**src/polyev_pkg.sv**
```systemverilog
// shared types and constants for the polynomial evaluator
// no dependencies; imported by polyev_step and polynomial_evaluator
package polyev_pkg;

  localparam int DATA_W        = 32;
  localparam int PROD_W        = 2 * DATA_W;
  localparam int CFG_IDX_W     = 3;
  localparam int TERM_W        = 3;
  localparam int MAX_TERMS_DEF = 7;
  localparam int FRAC_BITS_DEF = 16;

  // configuration register indexes
  localparam logic [CFG_IDX_W-1:0] REG_TERM_COUNT = 3'd0;
  localparam logic [CFG_IDX_W-1:0] REG_COEF_BASE  = 3'd1;

  // one item as it moves between Horner steps
  typedef struct packed {
    logic                     valid;
    logic                     ovf;
    logic signed [DATA_W-1:0] acc;
    logic signed [DATA_W-1:0] x;
  } beat_t;

endpackage

```
**src/polyev_step.sv**
```systemverilog
// one Horner step in two register stages: multiply, then round, add and saturate
// depends on polyev_pkg
module polyev_step #(
  parameter int FRAC_BITS = polyev_pkg::FRAC_BITS_DEF
) (
  input  logic                                clk,
  input  logic                                rst_n,
  input  logic                                en,
  input  polyev_pkg::beat_t                   i_beat,
  input  logic signed [polyev_pkg::DATA_W-1:0] i_coef,
  output polyev_pkg::beat_t                   o_beat
);
  import polyev_pkg::*;

  localparam logic signed [PROD_W-1:0] HALF =
    (FRAC_BITS == 0) ? '0 : (PROD_W'(1) <<< (FRAC_BITS - 1));
  localparam logic signed [PROD_W-1:0] SAT_MAX = PROD_W'(64'sd2147483647);
  localparam logic signed [PROD_W-1:0] SAT_MIN = -PROD_W'(64'sd2147483648);

  // multiply stage
  logic                     m_valid_r, m_valid_nxt;
  logic                     m_ovf_r;
  logic signed [DATA_W-1:0] m_x_r;
  logic signed [PROD_W-1:0] m_prod_r;
  logic signed [PROD_W-1:0] prod;

  // round / add / saturate stage
  beat_t                    o_beat_r, o_beat_nxt;
  logic signed [PROD_W-1:0] rnd;
  logic signed [PROD_W-1:0] sum;
  logic signed [PROD_W-1:0] coef_ext;

  always_comb begin
    prod        = PROD_W'(i_beat.acc) * PROD_W'(i_beat.x);
    m_valid_nxt = i_beat.valid;
  end

  always_ff @(posedge clk) begin
    if (!rst_n) begin
      m_valid_r <= 1'b0;
    end else if (en) begin
      m_valid_r <= m_valid_nxt;
    end
    if (en) begin
      m_ovf_r  <= i_beat.ovf;
      m_x_r    <= i_beat.x;
      m_prod_r <= prod;
    end
  end

  always_comb begin
    coef_ext         = {{(PROD_W-DATA_W){i_coef[DATA_W-1]}}, i_coef};
    // arithmetic shift gives floor, so adding half rounds ties upward
    rnd              = (m_prod_r + HALF) >>> FRAC_BITS;
    sum              = rnd + coef_ext;
    o_beat_nxt.valid = m_valid_r;
    o_beat_nxt.x     = m_x_r;
    o_beat_nxt.ovf   = m_ovf_r;
    if (sum > SAT_MAX) begin
      o_beat_nxt.acc = SAT_MAX[DATA_W-1:0];
      o_beat_nxt.ovf = 1'b1;
    end else if (sum < SAT_MIN) begin
      o_beat_nxt.acc = SAT_MIN[DATA_W-1:0];
      o_beat_nxt.ovf = 1'b1;
    end else begin
      o_beat_nxt.acc = sum[DATA_W-1:0];
    end
  end

  always_ff @(posedge clk) begin
    if (!rst_n) begin
      o_beat_r.valid <= 1'b0;
    end else if (en) begin
      o_beat_r.valid <= o_beat_nxt.valid;
    end
    if (en) begin
      o_beat_r.ovf <= o_beat_nxt.ovf;
      o_beat_r.acc <= o_beat_nxt.acc;
      o_beat_r.x   <= o_beat_nxt.x;
    end
  end

  assign o_beat = o_beat_r;

`ifndef ASSERT_OFF
  a_valid_moves: assert property (@(posedge clk) disable iff (!rst_n)
    en && m_valid_r |=> o_beat_r.valid)
    else $error("valid beat dropped between multiply and add stages");
  a_ovf_sticky: assert property (@(posedge clk) disable iff (!rst_n)
    en && m_valid_r && m_ovf_r |=> o_beat_r.ovf)
    else $error("overflow flag cleared by a later step");
  a_stall_holds: assert property (@(posedge clk) disable iff (!rst_n)
    !en && o_beat_r.valid |=> $stable(o_beat_r))
    else $error("stage changed while stalled");
`endif

endmodule

```
**config.mk**
```make
export PLATFORM = sky130hd
export DESIGN_NAME = polyev_step
export DESIGN_NICKNAME = d
export VERILOG_FILES = /design/src/polyev_pkg.sv /design/src/polyev_step.sv
export SDC_FILE = /design/constraint.sdc
export NUM_CORES = 2
export LEC_CHECK = 0
export ABC_AREA = 1
export BUFFER_PORTS_ARGS = -buffer_cell sky130_fd_sc_hd__buf_2
export CELL_PAD_IN_SITES_DETAIL_PLACEMENT = 1
export CELL_PAD_IN_SITES_GLOBAL_PLACEMENT = 1
export CORE_ASPECT_RATIO = 0.9
export CORE_MARGIN = 1
export CORE_UTILIZATION = 54
export CTS_BUF_LIST = sky130_fd_sc_hd__clkbuf_4
export DETAILED_ROUTE_END_ITERATION = 10
export GPL_ROUTABILITY_DRIVEN = 1
export PLACE_DENSITY = 0.9
export SLEW_MARGIN = 0
export SYNTH_ARGS = -nofsm -noshare
export SYNTH_HDL_FRONTEND = slang
export SYNTH_SLANG_ARGS = --single-unit
```
**constraint.sdc**
```tcl
create_clock -name clk -period 19.3 [get_ports clk]
set_clock_uncertainty 0.15 [all_clocks]
set_input_delay 0.965 -clock clk [delete_from_list [all_inputs] [get_ports clk]]
set_output_delay 0.965 -clock clk [all_outputs]
set_load 0.02 [all_outputs]
```
==> results.yml <==
synth:
  synth_nets: 7391
  ys_warn_count: 0
  syn_area_per_cell_sq_um: 7.958
  synthesis.area_sq_um: 47580
  synth-main-ff-cell: "edfxtp_1"
  synth.distinct_cells: 41
  ys_seq_elements: 149
  yosysSeqAreaShare_pct: 9.361
  synth_edf_count: 147
  postSynthCellCount: 5979
  async_reset_ff_share_pct: 0
place:
  post-place-ws_ns: 9.564
  io_buffers: 166
  dp.final_hpwl_um: 147100
  finalWeightedCongestion: 0.9892
  dp.cells: 7120
outcome:
  run_status: "finished with violations"
  failed_checks: "design-rule violations"
detailed_routing:
  ant_nets: 0
  viasPerCell: 5.643
  num_vias: 40382
  drc: 36
  post_drt_wl_per_cell_um: 24.87
  routed_wl_um: 178000
  first_pass_iters: 8
  drtIter0Drc: 3304
sta:
  fin_crit_ns: 8.961
  finalSetupViolCount: 0
  grt_setup_unrepaired: "no"
  hold_viol_final: 0
  relSlewSlack_pct: 27.81
  fmax_mhz: 111.6
  fin_ws_ns: 10.34
  period_share_pct: 46.43
  slew_violations: 0
  setup_tns_ns: 0
  worstMarginPinSlew_ns: 1.083
critical_path:
  path_class: "in2reg"
  critPathMaxStageDelay_ns: 1.05
  start_kind: "input pin"
  critPathArrivalTime_ns: 9.40
  crit_family: "adder cells"
  cp_common_cell: "fa_1"
  crit_fanout: 32
  critPathBufInv: 7
  crit_chain: "buf_2, nand2_1, inv_1, fa_1, fa_1, fa_1, fa_1, inv_1, fa_1, inv_1, fa_1, inv_1, fa_1, inv_1, fa_1, ha_1, nand2_1, nor2_1, inv_1, nor2_1, nand4_1, or2_2, o2111ai_1, nand2_1"
  cp_slowest_cell: "fa_1"
  end_kind: "flip-flop"
  crit_required_ns: 19.74
clock_tree:
  insertion_delay_ns: 0.82
  clkTransAtPathRegs_ns: 0.17
  cts_resized: 0
  cts_root_buf: "clkbuf_4"
  cts_buffers: 17
  post_cts_buffers: 0
  ctsLongestPathBuffers: 2
  h-tree-depth: 4
  ctsHoldBuffers: 0
  tritoncts: "built"
  cts_sinks: 149
job:
  drv_cap: 0
grt:
  grt_pass1_wl_um: 274000
  overflow: 0
  grt_antenna_before_repair: 4
  use_met1_pct: 47.90
  grtUsageMet2_pct: 68.74
  grt_usage_pct: 41.20
  busiest_layer: "met2"
  grt_max_degree: 92
  grt_pass1_vias: 47566
  use_met3_pct: 8.353
die:
  die_area_sq_um: 89310
  pin_count: 167
  die_w_um: 314.9
  rows: 102
  start_util_pct: 54.91
  core_area_sq_um: 86660
  die_h_um: 283.6
finish:
  synthToLayoutAreaGrowth_pct: 4.268
  fillers: 10768
  layout-drive-gt1-share_pct: 4.710
  layout.cells.non_filler: 7156
  fin_nets: 7407
worst_hold_path:
  hold_path_class: "in2reg"
per-stage QoR:
stage / utilization (%) / cell area [sq um] / hold WS (ns)
floorplan: - / 47580 / 0.2503
global placement: 56.87 / 49280 / 0.2510
detailed placement: 56.87 / 49280 / 0.2557
CTS: 57.24 / 49600 / 0.1058
global route: 57.25 / 49610 / 0.1325
finish: 57.25 / 49610 / 0.1816
path summary, 6_finish.rpt:
path / startpoint / to / slack (ns) / depth (start not counted)
worst max-delay path: i_beat[63] / m_prod_r[57]$_DFFE_PP_ / 10.34 / 24
worst min register to register: m_x_r[20]$_DFFE_PP_ / o_beat[20]$_DFFE_PP_ / 0.27 / 0
worst min-delay path: i_beat[64] / m_ovf_r$_DFFE_PP_ / 0.18 / 1
worst max register to register: m_prod_r[15]$_DFFE_PP_ / o_beat[41]$_SDFFCE_PN1P_ / 12.85 / 30
cell usage in the layout (no fill, tap or decap), drive strengths merged:
master      n
a31o        1
nand4      39
nor3       42
and2        2
nor2      233
nor4       16
bufinv      2
clkinv      5
inv      1864
and3        4
diode       4
a21o        9
xor2       97
edfxtp    147
dfxtp       2
ha        229
o221ai      1
o211ai      3
or2         6
a21boi      2
o21a        8
fa       1082
buf       195
a21oi     142
o21bai     11
nand3b      4
nand2    1650
a31oi      22
nand3      71
xnor2      36
a221oi      2
o21ai      62
o2111ai     1
clkbuf     18
synth_stat cells, drive strengths merged, types with 4 or more instances:
master	count	area (sq um)
nand4	39	244.0
clkbuf	192	720.7
xor2	97	849.6
fa	1082	21660
xnor2	36	315.3
edfxtp	147	4414
buf	6	67.56
inv	1857	6970
ha	229	2865
or2	6	37.54
nor3	42	265.3
nand2	1650	6201
nand3	71	370.4
a31oi	22	137.6
o21ai	62	310.3
nand3b	4	30.03
nor2	233	922.1
and3	4	25.02
o21a	8	60.06
o21bai	11	82.58
a21o	9	67.56
a21oi	142	710.7
nor4	16	121.4
final cells by class:
class | count | area, sq um | area share, %
Multi-Input combinational cell | 3775 | 35370 | 71.29
Inverter | 1857 | 6970 | 14.05
Sequential cell | 149 | 4454 | 8.978
Tap cell | 1144 | 1431 | 2.885
Timing Repair Buffer | 195 | 1055 | 2.126
Clock inverter | 14 | 187.7 | 0.3783
Clock buffer | 18 | 135.1 | 0.2724
Antenna cell | 4 | 10.01 | 0.02018
cells by family after synthesis:
group | synth area share, %
XOR/XNOR | 2.448
AND/OR/NAND/NOR | 17.29
AO/OA/AOI/OAI | 3.048
buffers and inverters | 16.31
flip-flops | 9.361
adder cells (fa/ha/maj) | 51.54
flip-flops by register name, indices dropped and copies added (netlist names):
name / flops
m_ovf_r: 1
m_valid_r: 1
m_x_r: 32
o_beat: 66
m_prod_r: 49
worst reg2reg max path, delay by kind of cell (launching register included):
kind	cells	cell delay [ns]
xor+xnor	1	0.17
flops	1	0.39
buf+inv	2	0.18
simple gates	25	4.75
fa+ha+maj	2	0.69
per-layer routing:
| layer | up-vias | share of wire (%) |
|---|---|---|
| met5 | - | 0.020 |
| met2 | 2251 | 48 |
| met4 | 6 | 7.5 |
| met3 | 885 | 8.1 |
| li1 | 16889 | - |
| met1 | 20351 | 36 |
Power is not shown: default switching activity piles up to over one toggle a cycle in this logic, so the estimate is an artifact.
